[config.mk]
export PLATFORM = sky130hd
export DESIGN_NAME = can_id_rate_limited_filter
export DESIGN_NICKNAME = d
export VERILOG_FILES = /design/src/rtl/core/cirlf_pkg.sv /design/src/rtl/core/cirlf_ctrl.sv /design/src/rtl/core/cirlf_dp.sv /design/src/rtl/core/can_id_rate_limited_filter.sv
export SDC_FILE = /design/constraint.sdc
export NUM_CORES = 1
export LEC_CHECK = 0
export BUFFER_PORTS_ARGS = -buffer_cell sky130_fd_sc_hd__buf_2
export CELL_PAD_IN_SITES_DETAIL_PLACEMENT = 1
export CELL_PAD_IN_SITES_GLOBAL_PLACEMENT = 1
export CORE_ASPECT_RATIO = 1.5
export CORE_MARGIN = 1.5
export CORE_UTILIZATION = 47
export CTS_CLUSTER_SIZE = 10
export DETAILED_ROUTE_END_ITERATION = 10
export PLACE_DENSITY = 0.77
export SLEW_MARGIN = 0
export SYNTH_ARGS = -nofsm -noshare
export SYNTH_HDL_FRONTEND = slang
export SYNTH_HIERARCHICAL = 1
export SYNTH_SLANG_ARGS = --single-unit
[constraint.sdc]
create_clock -name clk -period 15.4 [get_ports clk]
set_clock_uncertainty 0.15 [all_clocks]
set_input_delay 3.08 -clock clk [delete_from_list [all_inputs] [get_ports clk]]
set_output_delay 3.08 -clock clk [all_outputs]
set_load 0.05 [all_outputs]
[src/rtl/core/cirlf_pkg.sv]
package cirlf_pkg;

	localparam int unsigned ID_W   = 11;
	localparam int unsigned TIME_W = 32;
	localparam int unsigned LEN_W  = 4;
	localparam int unsigned DATA_W = 64;
	localparam int unsigned CNT_OUT_W = 5;

	localparam logic [LEN_W-1:0]  MAX_LEN        = 4'd8;
	localparam logic [TIME_W-1:0] RESET_INTERVAL = 32'd100;

	localparam logic [1:0] OP_FRAME  = 2'd0;
	localparam logic [1:0] OP_ADD    = 2'd1;
	localparam logic [1:0] OP_DELETE = 2'd2;
	localparam logic [1:0] OP_CLEAR  = 2'd3;

	typedef struct packed {
		logic [1:0]        opcode;
		logic [ID_W-1:0]   can_id;
		logic [TIME_W-1:0] now_ms;
		logic [LEN_W-1:0]  frame_len;
		logic [DATA_W-1:0] frame_data;
	} in_word_t;

	typedef struct packed {
		logic                 pass;
		logic [ID_W-1:0]      out_id;
		logic [LEN_W-1:0]     out_len;
		logic [DATA_W-1:0]    out_data;
		logic [TIME_W-1:0]    out_time;
		logic                 op_done;
		logic [CNT_OUT_W-1:0] entry_count;
	} out_word_t;

	typedef struct packed {
		logic [ID_W-1:0]   id;
		logic [TIME_W-1:0] last_ms;
	} entry_t;

	typedef struct packed {
		logic load;
		logic scan;
		logic decide;
		logic move_rd;
		logic move_wr;
	} ctl_cmd_t;

	typedef struct packed {
		logic scan_end;
		logic move_need;
	} ctl_sts_t;

endpackage

[src/rtl/core/cirlf_ctrl.sv]
module cirlf_ctrl (
	input  logic                clk,
	input  logic                arst_n,
	input  logic                start,
	input  cirlf_pkg::ctl_sts_t sts,
	output cirlf_pkg::ctl_cmd_t cmd,
	output logic                busy,
	output logic                done
);

	typedef enum logic [2:0] {
		ST_IDLE,
		ST_SCAN,
		ST_DECIDE,
		ST_MOVE_RD,
		ST_MOVE_WR
	} state_t;

	state_t state_q;
	logic   done_q;

	always_ff @(posedge clk or negedge arst_n) begin
		if (!arst_n) begin
			state_q <= ST_IDLE;
			done_q  <= 1'b0;
		end else begin
			done_q <= 1'b0;
			case (state_q)
				ST_IDLE: begin
					if (start) begin
						state_q <= ST_SCAN;
					end
				end
				ST_SCAN: begin
					if (sts.scan_end) begin
						state_q <= ST_DECIDE;
					end
				end
				ST_DECIDE: begin
					if (sts.move_need) begin
						state_q <= ST_MOVE_RD;
					end else begin
						state_q <= ST_IDLE;
						done_q  <= 1'b1;
					end
				end
				ST_MOVE_RD: begin
					state_q <= ST_MOVE_WR;
				end
				ST_MOVE_WR: begin
					state_q <= ST_IDLE;
					done_q  <= 1'b1;
				end
				default: begin
					state_q <= ST_IDLE;
				end
			endcase
		end
	end

	always_comb begin
		cmd         = '0;
		cmd.load    = (state_q == ST_IDLE) && start;
		cmd.scan    = (state_q == ST_SCAN);
		cmd.decide  = (state_q == ST_DECIDE);
		cmd.move_rd = (state_q == ST_MOVE_RD);
		cmd.move_wr = (state_q == ST_MOVE_WR);
	end

	assign busy = (state_q != ST_IDLE);
	assign done = done_q;

endmodule

[src/rtl/core/cirlf_dp.sv]
module cirlf_dp #(
	parameter int unsigned TABLE_DEPTH = 16
) (
	input  logic                                    clk,
	input  logic                                    arst_n,
	input  cirlf_pkg::in_word_t                     req,
	input  logic                                    cfg_we,
	input  logic [cirlf_pkg::TIME_W-1:0]            cfg_wdata,
	input  cirlf_pkg::ctl_cmd_t                     cmd,
	output cirlf_pkg::ctl_sts_t                     sts,
	output cirlf_pkg::out_word_t                    result
);

	localparam int unsigned CNT_W  = $clog2(TABLE_DEPTH + 1);
	localparam int unsigned ADDR_W = (TABLE_DEPTH > 1) ? $clog2(TABLE_DEPTH) : 1;
	localparam logic [CNT_W-1:0] FULL = CNT_W'(TABLE_DEPTH);

	cirlf_pkg::entry_t mem [TABLE_DEPTH];

	cirlf_pkg::in_word_t           req_q;
	cirlf_pkg::out_word_t          res_q;
	cirlf_pkg::out_word_t          res_d;
	cirlf_pkg::entry_t             rd_q;
	cirlf_pkg::entry_t             wr_data;
	logic [cirlf_pkg::TIME_W-1:0]  interval_q;
	logic [cirlf_pkg::TIME_W-1:0]  hit_time_q;
	logic [cirlf_pkg::TIME_W-1:0]  elapsed;
	logic [CNT_W-1:0]              count_q;
	logic [CNT_W-1:0]              count_d;
	logic [CNT_W-1:0]              idx_q;
	logic [CNT_W-1:0]              last_idx;
	logic [ADDR_W-1:0]             rd_addr;
	logic [ADDR_W-1:0]             wr_addr;
	logic [ADDR_W-1:0]             rd_addr_s1;
	logic [ADDR_W-1:0]             hit_idx_q;
	logic                          rd_valid_s1;
	logic                          hit_q;
	logic                          match;
	logic                          scan_rd;
	logic                          rd_en;
	logic                          wr_en;
	logic [cirlf_pkg::LEN_W-1:0]   len_clamp;
	logic [cirlf_pkg::DATA_W-1:0]  data_mask;

	assign match    = rd_valid_s1 && !hit_q && (rd_q.id == req_q.can_id);
	assign scan_rd  = cmd.scan && !hit_q && !match && (idx_q != count_q);
	assign last_idx = count_q - CNT_W'(1);
	assign rd_en    = scan_rd || cmd.move_rd;
	assign rd_addr  = cmd.move_rd ? last_idx[ADDR_W-1:0] : idx_q[ADDR_W-1:0];
	assign elapsed  = req_q.now_ms - hit_time_q;

	assign sts.scan_end  = hit_q || match || ((idx_q == count_q) && !rd_valid_s1);
	assign sts.move_need = (req_q.opcode == cirlf_pkg::OP_DELETE) && hit_q;

	always_comb begin
		len_clamp = (req_q.frame_len > cirlf_pkg::MAX_LEN) ? cirlf_pkg::MAX_LEN
			: req_q.frame_len;
		for (int b = 0; b < 8; b++) begin
			data_mask[b*8 +: 8] = (4'(b) < len_clamp) ? 8'hFF : 8'h00;
		end
	end

	always_comb begin
		res_d             = '0;
		res_d.entry_count = cirlf_pkg::CNT_OUT_W'(count_q);
		count_d           = count_q;
		wr_en             = 1'b0;
		wr_addr           = hit_idx_q;
		wr_data.id        = req_q.can_id;
		wr_data.last_ms   = req_q.now_ms;
		if (cmd.decide) begin
			case (req_q.opcode)
				cirlf_pkg::OP_FRAME: begin
					if (hit_q && ((interval_q == '0) || (elapsed >= interval_q))) begin
						wr_en          = 1'b1;
						res_d.pass     = 1'b1;
						res_d.out_id   = req_q.can_id;
						res_d.out_len  = len_clamp;
						res_d.out_data = req_q.frame_data & data_mask;
						res_d.out_time = req_q.now_ms;
					end
				end
				cirlf_pkg::OP_ADD: begin
					if (!hit_q && (req_q.can_id != '0) && (count_q != FULL)) begin
						wr_en             = 1'b1;
						wr_addr           = count_q[ADDR_W-1:0];
						wr_data.last_ms   = '0;
						count_d           = count_q + CNT_W'(1);
						res_d.op_done     = 1'b1;
						res_d.entry_count = cirlf_pkg::CNT_OUT_W'(count_d);
					end
				end
				cirlf_pkg::OP_DELETE: begin
					if (hit_q) begin
						res_d.op_done     = 1'b1;
						res_d.entry_count = cirlf_pkg::CNT_OUT_W'(last_idx);
					end
				end
				cirlf_pkg::OP_CLEAR: begin
					if (count_q != '0) begin
						count_d           = '0;
						res_d.op_done     = 1'b1;
						res_d.entry_count = '0;
					end
				end
				default: begin
					res_d = '0;
				end
			endcase
		end else if (cmd.move_wr) begin
			wr_en   = 1'b1;
			wr_data = rd_q;
			count_d = last_idx;
		end
	end

	always_ff @(posedge clk) begin
		if (wr_en) begin
			mem[wr_addr] <= wr_data;
		end
		if (rd_en) begin
			rd_q <= mem[rd_addr];
		end
	end

	always_ff @(posedge clk or negedge arst_n) begin
		if (!arst_n) begin
			interval_q  <= cirlf_pkg::RESET_INTERVAL;
			count_q     <= '0;
			idx_q       <= '0;
			rd_valid_s1 <= 1'b0;
			hit_q       <= 1'b0;
		end else begin
			if (cfg_we) begin
				interval_q <= cfg_wdata;
			end
			count_q     <= count_d;
			rd_valid_s1 <= scan_rd;
			if (cmd.load) begin
				idx_q <= '0;
				hit_q <= 1'b0;
			end else begin
				if (scan_rd) begin
					idx_q <= idx_q + CNT_W'(1);
				end
				if (match) begin
					hit_q <= 1'b1;
				end
			end
		end
	end

	always_ff @(posedge clk) begin
		if (cmd.load) begin
			req_q <= req;
		end
		if (scan_rd) begin
			rd_addr_s1 <= idx_q[ADDR_W-1:0];
		end
		if (match) begin
			hit_idx_q  <= rd_addr_s1;
			hit_time_q <= rd_q.last_ms;
		end
		if (cmd.decide) begin
			res_q <= res_d;
		end
	end

	assign result = res_q;

endmodule

[src/rtl/core/can_id_rate_limited_filter.sv]
// CAN identifier filter with a per-identifier rate limit.
// A command word is presented on req and taken at a clock edge where start is
// high and busy is low. The opcode selects a frame check, an add, a delete or
// a clear of the watched identifier table.
// The table lives in a single-port memory that is scanned one entry per cycle
// with a registered read, so the time one word takes grows with count, the
// number of watched identifiers; a delete then moves the last entry into the
// freed slot. The scan through the table memory sets this time.
// Exactly one result word follows each command. It is shown on result for one
// cycle while done is high; the receiver cannot stall, so the word must be
// taken in that cycle. A new command may be started in the same cycle.
// The user must write the interval register (cfg_we, cfg_wdata) only while
// idle; the block does not enforce it. It takes effect at the next command.
// Reset empties the table and sets the interval to 100 milliseconds.
module can_id_rate_limited_filter #(
	parameter int unsigned TABLE_DEPTH = 16
) (
	input  logic                         clk,
	input  logic                         arst_n,
	input  logic                         start,
	output logic                         busy,
	input  cirlf_pkg::in_word_t          req,
	output logic                         done,
	output cirlf_pkg::out_word_t         result,
	input  logic                         cfg_we,
	input  logic [cirlf_pkg::TIME_W-1:0] cfg_wdata
);

	cirlf_pkg::ctl_cmd_t cmd;
	cirlf_pkg::ctl_sts_t sts;

	cirlf_ctrl u_ctrl (
		.clk    (clk),
		.arst_n (arst_n),
		.start  (start),
		.sts    (sts),
		.cmd    (cmd),
		.busy   (busy),
		.done   (done)
	);

	cirlf_dp #(
		.TABLE_DEPTH(TABLE_DEPTH)
	) u_dp (
		.clk       (clk),
		.arst_n    (arst_n),
		.req       (req),
		.cfg_we    (cfg_we),
		.cfg_wdata (cfg_wdata),
		.cmd       (cmd),
		.sts       (sts),
		.result    (result)
	);

endmodule
==> report_table.html <==
<table>
<tr><th>Metric</th><th>Value</th></tr>
<tr><th colspan="2">STA</th></tr>
<tr><td>Slew Limit Fails</td><td>0</td></tr>
<tr><td>Max frequency</td><td>roughly 130 MHz</td></tr>
<tr><td>Post-route clock period utilization</td><td>0.497</td></tr>
<tr><td>Final Hold Fails</td><td>0</td></tr>
<tr><td>Total negative slack</td><td>0 ps</td></tr>
<tr><td>Setup WS post-layout</td><td>7750 ps</td></tr>
<tr><td>Slew Limit Headroom</td><td>0.231</td></tr>
<tr><td>Worst hold-check slack</td><td>between 200 and 300 ps</td></tr>
<tr><td>Clock period minus worst slack</td><td>approximately 7600 ps</td></tr>
<tr><td>Final setup violating endpoints</td><td>0</td></tr>
<tr><td>RSZ-0062 raised after global routing</td><td>false</td></tr>
<tr><td>Worst Max-Slew Pin Slew</td><td>around 1100 ps</td></tr>
<tr><th colspan="2">Synth</th></tr>
<tr><td>Number of enable flip-flop cells after synthesis</td><td>1002</td></tr>
<tr><td>Netlist area before placement</td><td>about 42000 sq um</td></tr>
<tr><td>Most used flip-flop cell after synthesis</td><td>edfxtp_1</td></tr>
<tr><td>Syn nets</td><td>between 2000 and 3000</td></tr>
<tr><td>Netlist cell types</td><td>72</td></tr>
<tr><td>Top cell type's share of synthesized area</td><td>0.716</td></tr>
<tr><td>Top cells by area, synth</td><td>edfxtp_1 (72%), mux4_2 (9.2%), dfrtp_1 (2.7%)</td></tr>
<tr><td>Mean post-synth cell area</td><td>~18 sq um</td></tr>
<tr><td>Flop and latch count out of synthesis</td><td>1050</td></tr>
<tr><td>FFs w/ async S/R, synth</td><td>0.0457</td></tr>
<tr><td>Sequential-to-total area share from yosys stat</td><td>0.744</td></tr>
<tr><td>Number of warnings reported in the yosys synthesis log</td><td>6</td></tr>
<tr><td>Gate Count Post-Synth</td><td>around 2400</td></tr>
<tr><td>Largest area contributor in the synthesized netlist</td><td>edfxtp_1</td></tr>
<tr><th colspan="2">Clock tree</th></tr>
<tr><td>Clock Latency Late Sink</td><td>between 700 and 800 ps</td></tr>
<tr><td>H-tree levels</td><td>3</td></tr>
<tr><td>Postcts setup bufs</td><td>0</td></tr>
<tr><td>Gates resized, CTS repair</td><td>0</td></tr>
<tr><td>Number of buffers added by the clock tree synthesis step</td><td>roughly 120</td></tr>
<tr><td>Clock Pin Slew Worst Setup and Hold Paths</td><td>about 60 ps</td></tr>
<tr><td>Hold Buf Count CTS</td><td>0</td></tr>
<tr><td>Clock tree from TritonCTS</td><td>yes</td></tr>
<tr><td>Root buf cell</td><td>clkbuf_16</td></tr>
<tr><td>Max Root-Sink Buffers</td><td>3</td></tr>
<tr><td>Number of sinks driven by the clock tree</td><td>between 1000 and 1500</td></tr>
<tr><th colspan="2">Drt</th></tr>
<tr><td>Vias per cell</td><td>~5.9</td></tr>
<tr><td>Drt first-iter violations</td><td>1582</td></tr>
<tr><td>First-pass iteration count of the detailed router</td><td>5</td></tr>
<tr><td>Overall routed net length</td><td>108000 um</td></tr>
<tr><td>Routed wirelength normalized by instance count</td><td>between 20 and 30 um</td></tr>
<tr><td>Vias after detailed routing</td><td>between 20000 and 25000</td></tr>
<tr><td>Drt drc</td><td>0</td></tr>
<tr><td>Detail Route Antenna Nets</td><td>0</td></tr>
<tr><th colspan="2">Critical path</th></tr>
<tr><td>Crit end category</td><td>register</td></tr>
<tr><td>Type of the worst setup path</td><td>register to register</td></tr>
<tr><td>Arr. time, crit path</td><td>between 7000 and 8000 ps</td></tr>
<tr><td>Worst Setup Start Kind</td><td>register</td></tr>
<tr><td>Slowest cell on the critical path</td><td>buf_4</td></tr>
<tr><td>Critical-path maximum fanout</td><td>37</td></tr>
<tr><td>Worst-path cell chain</td><td>inv_1 -&gt; ha_1 -&gt; inv_1 -&gt; fa_1 -&gt; a21o_1 -&gt; a221oi_1 -&gt; o31a_1 -&gt; o41a_1 -&gt; a21oi_1 -&gt; o31a_1 -&gt; a41o_1 -&gt; a21oi_1 -&gt; xnor2_1 -&gt; ha_1 -&gt; nand4_1 -&gt; nor4_1 -&gt; o211ai_1 -&gt; o21ai_1 -&gt; a311oi_2 -&gt; buf_4 -&gt; nor3_2 -&gt; buf_4</td></tr>
<tr><td>R2R cell count</td><td>22</td></tr>
<tr><td>Worst R2R End</td><td>u_dp/mem[1][17]</td></tr>
<tr><td>Setup slack, reg-to-reg</td><td>around 7800 ps</td></tr>
<tr><td>Total buffers and inverters traversed by the critical path</td><td>4</td></tr>
<tr><td>RR Startpoint</td><td>u_dp/req_q[68]</td></tr>
<tr><td>WP data required</td><td>about 16000 ps</td></tr>
<tr><td>Kind of cell adding the most delay to the critical path</td><td>compound AO/OA/AOI/OAI gates</td></tr>
<tr><td>Stage delay of the slowest cell on the critical path</td><td>~750 ps</td></tr>
<tr><th colspan="2">Outcome</th></tr>
<tr><td>Status</td><td>completed</td></tr>
<tr><th colspan="2">Floorplanning</th></tr>
<tr><td>Starting density of the core</td><td>0.473</td></tr>
<tr><td>Rows</td><td>134</td></tr>
<tr><td>Vertical die dimension</td><td>369 um</td></tr>
<tr><td>Floorplan Core Area</td><td>between 80000 and 90000 sq um</td></tr>
<tr><td>I/O pin cnt</td><td>between 200 and 300</td></tr>
<tr><td>Overall die area</td><td>91300 sq um</td></tr>
<tr><td>Die outline width</td><td>around 250 um</td></tr>
<tr><th colspan="2">Place</th></tr>
<tr><td>Placed cell areas</td><td>around 45000 sq um</td></tr>
<tr><td>I/O Buffers</td><td>approximately 270</td></tr>
<tr><td>Number of placed instances, taps included</td><td>around 3700</td></tr>
<tr><td>Worst slack at placement</td><td>7750 ps</td></tr>
<tr><td>Placed wire-length estimate after detailed placement</td><td>64100 um</td></tr>
<tr><td>Placer's final routability congestion estimate</td><td>roughly 0.83</td></tr>
<tr><th colspan="2">Run</th></tr>
<tr><td>Max-cap check violation count</td><td>0</td></tr>
<tr><th colspan="2">Power and ir drop</th></tr>
<tr><td>Static leakage power</td><td>between 15 and 20 nW</td></tr>
<tr><td>Pwr Total</td><td>approximately 7.8 mW</td></tr>
<tr><td>Maximum vdd ir drop</td><td>0.000170 V</td></tr>
<tr><td>Cell Pwr Density</td><td>between 150 and 200 nW/um^2</td></tr>
<tr><th colspan="2">Hold path</th></tr>
<tr><td>Worst min-delay path endpoint</td><td>u_dp/hit_idx_q[1]</td></tr>
<tr><td>Worst Hold Class</td><td>register to register</td></tr>
<tr><td>Startpoint of the worst hold path</td><td>u_dp/rd_addr_s1[1]</td></tr>
<tr><td>Number of cells on the worst hold path</td><td>0</td></tr>
<tr><th colspan="2">Global route</th></tr>
<tr><td>Maximum number of pins on one net before global-route repair</td><td>between 100 and 150</td></tr>
<tr><td>Number of antenna violations at the first check in global routing</td><td>4</td></tr>
<tr><td>Total GRT Usage</td><td>0.239</td></tr>
<tr><td>Via count of the first global-routing pass</td><td>about 25000</td></tr>
<tr><td>Gr ovfl total</td><td>0</td></tr>
<tr><td>Wire length of the first global-routing pass</td><td>161000 um</td></tr>
<tr><th colspan="2">Final layout</th></tr>
<tr><td>Ratio of cells with drive above 1 in the final layout</td><td>0.247</td></tr>
<tr><td>Net total in the final layout</td><td>~2900</td></tr>
<tr><td>Number of fill cells</td><td>8106</td></tr>
<tr><td>Post-route non-filler standard cell count</td><td>roughly 4000</td></tr>
<tr><td>Post-route cell area</td><td>between 40000 and 50000 sq um</td></tr>
<tr><td>Final core area utilization</td><td>0.543</td></tr>
<tr><td>Relative area change from synthesis to final layout</td><td>14.8%</td></tr>
</table>
## power breakdown
part           total [mW]  internal, mW  switching [mW]
Sequential           3.50          3.38           0.119
Clock                2.44          1.37            1.06
Combinational        1.85         0.801            1.05
## logic make-up after synthesis
logic type                 after synthesis  synth area share
and+or+nand+nor                        467            0.0580
adders and majority gates               67            0.0201
muxes                                  222             0.104
buffers and inverters                  187            0.0176
AOI/OAI and AO/OA                      306            0.0452
xor gates and xnor gates                52            0.0108
DFF                                   1050             0.744
## layer usage
| layer | vias to the layer above | track usage | wire (um) |
|---|---|---|---|
| met5 | - | 0 | 13 |
| met4 | 2 | 0.0985 | 4120 |
| met3 | 231 | 0.0416 | 5980 |
| met2 | 832 | 0.438 | 58400 |
| met1 | 12000 | 0.275 | 39500 |
| li1 | 9901 | - | - |
## sequential cells by signal, indices dropped and copies added, names as in the netlist
| signal | cells |
|---|---|
| u_dp/result | 118 |
| u_dp/interval_q | 32 |
| u_dp/rd_q | 43 |
| u_dp/hit_idx_q | 4 |
| u_dp/hit_q | 1 |
| u_ctrl/state_q | 3 |
| u_dp/mem | 688 |
| u_dp/rd_valid_s1 | 1 |
| u_dp/count_q | 5 |
| u_dp/req_q | 113 |
| u_dp/hit_time_q | 32 |
| u_dp/idx_q | 5 |
| u_dp/rd_addr_s1 | 4 |
| u_ctrl/done | 1 |
## cell type report
type                            count  area [sq um]  share of cell area
Multi-Input combinational cell   1114         10200               0.211
Inverter                           72           270             0.00560
Clock inverter                      8           125             0.00259
Sequential cell                  1050         31300               0.648
Antenna cell                        4          10.0            0.000207
Timing Repair Buffer              336          1850              0.0384
Clock buffer                      171          3100              0.0642
Tap cell                         1156          1450              0.0300
## worst max path at each step
stage,startpoint,cells after the start,endpoint
after detailed placement,u_dp/req_q[68],22,u_dp/mem[0][19]
final,u_dp/req_q[68],22,u_dp/mem[1][17]
after floorplan,u_ctrl/state_q[1],10,u_dp/mem[3][0]
after global placement,u_dp/req_q[68],22,u_dp/mem[2][21]
after CTS,u_dp/req_q[68],22,u_dp/mem[0][26]
after global routing,u_dp/req_q[68],22,u_dp/mem[0][17]
## synthesized netlist by cell type (all sizes together), types with 3 or more instances
cell type	number
a211oi	45
a21o	27
a21oi	91
a31oi	11
and2	49
and3	69
and3b	3
and4	3
buf	36
clkbuf	79
dfrtp	45
dfstp	3
edfxtp	1002
ha	66
inv	72
mux2i	48
mux4	172
nand2	153
nand2b	8
nand3	11
nand4	17
nor2	40
nor2b	53
nor3	24
nor3b	10
nor4	13
o21a	5
o21ai	92
o22ai	6
or2	4
or3	4
xnor2	33
xor2	19
## placed cells by master (no fill, tap or decap), drive strengths merged, types with 48 or more instances in the layout
cell type / instances
a21oi: 91
and2: 49
and3: 69
buf: 336
clkbuf: 171
edfxtp: 1002
ha: 66
inv: 76
mux2i: 48
mux4: 172
nand2: 153
nor2b: 53
o21ai: 92
Note: power is estimated with default switching activity, not from simulation.
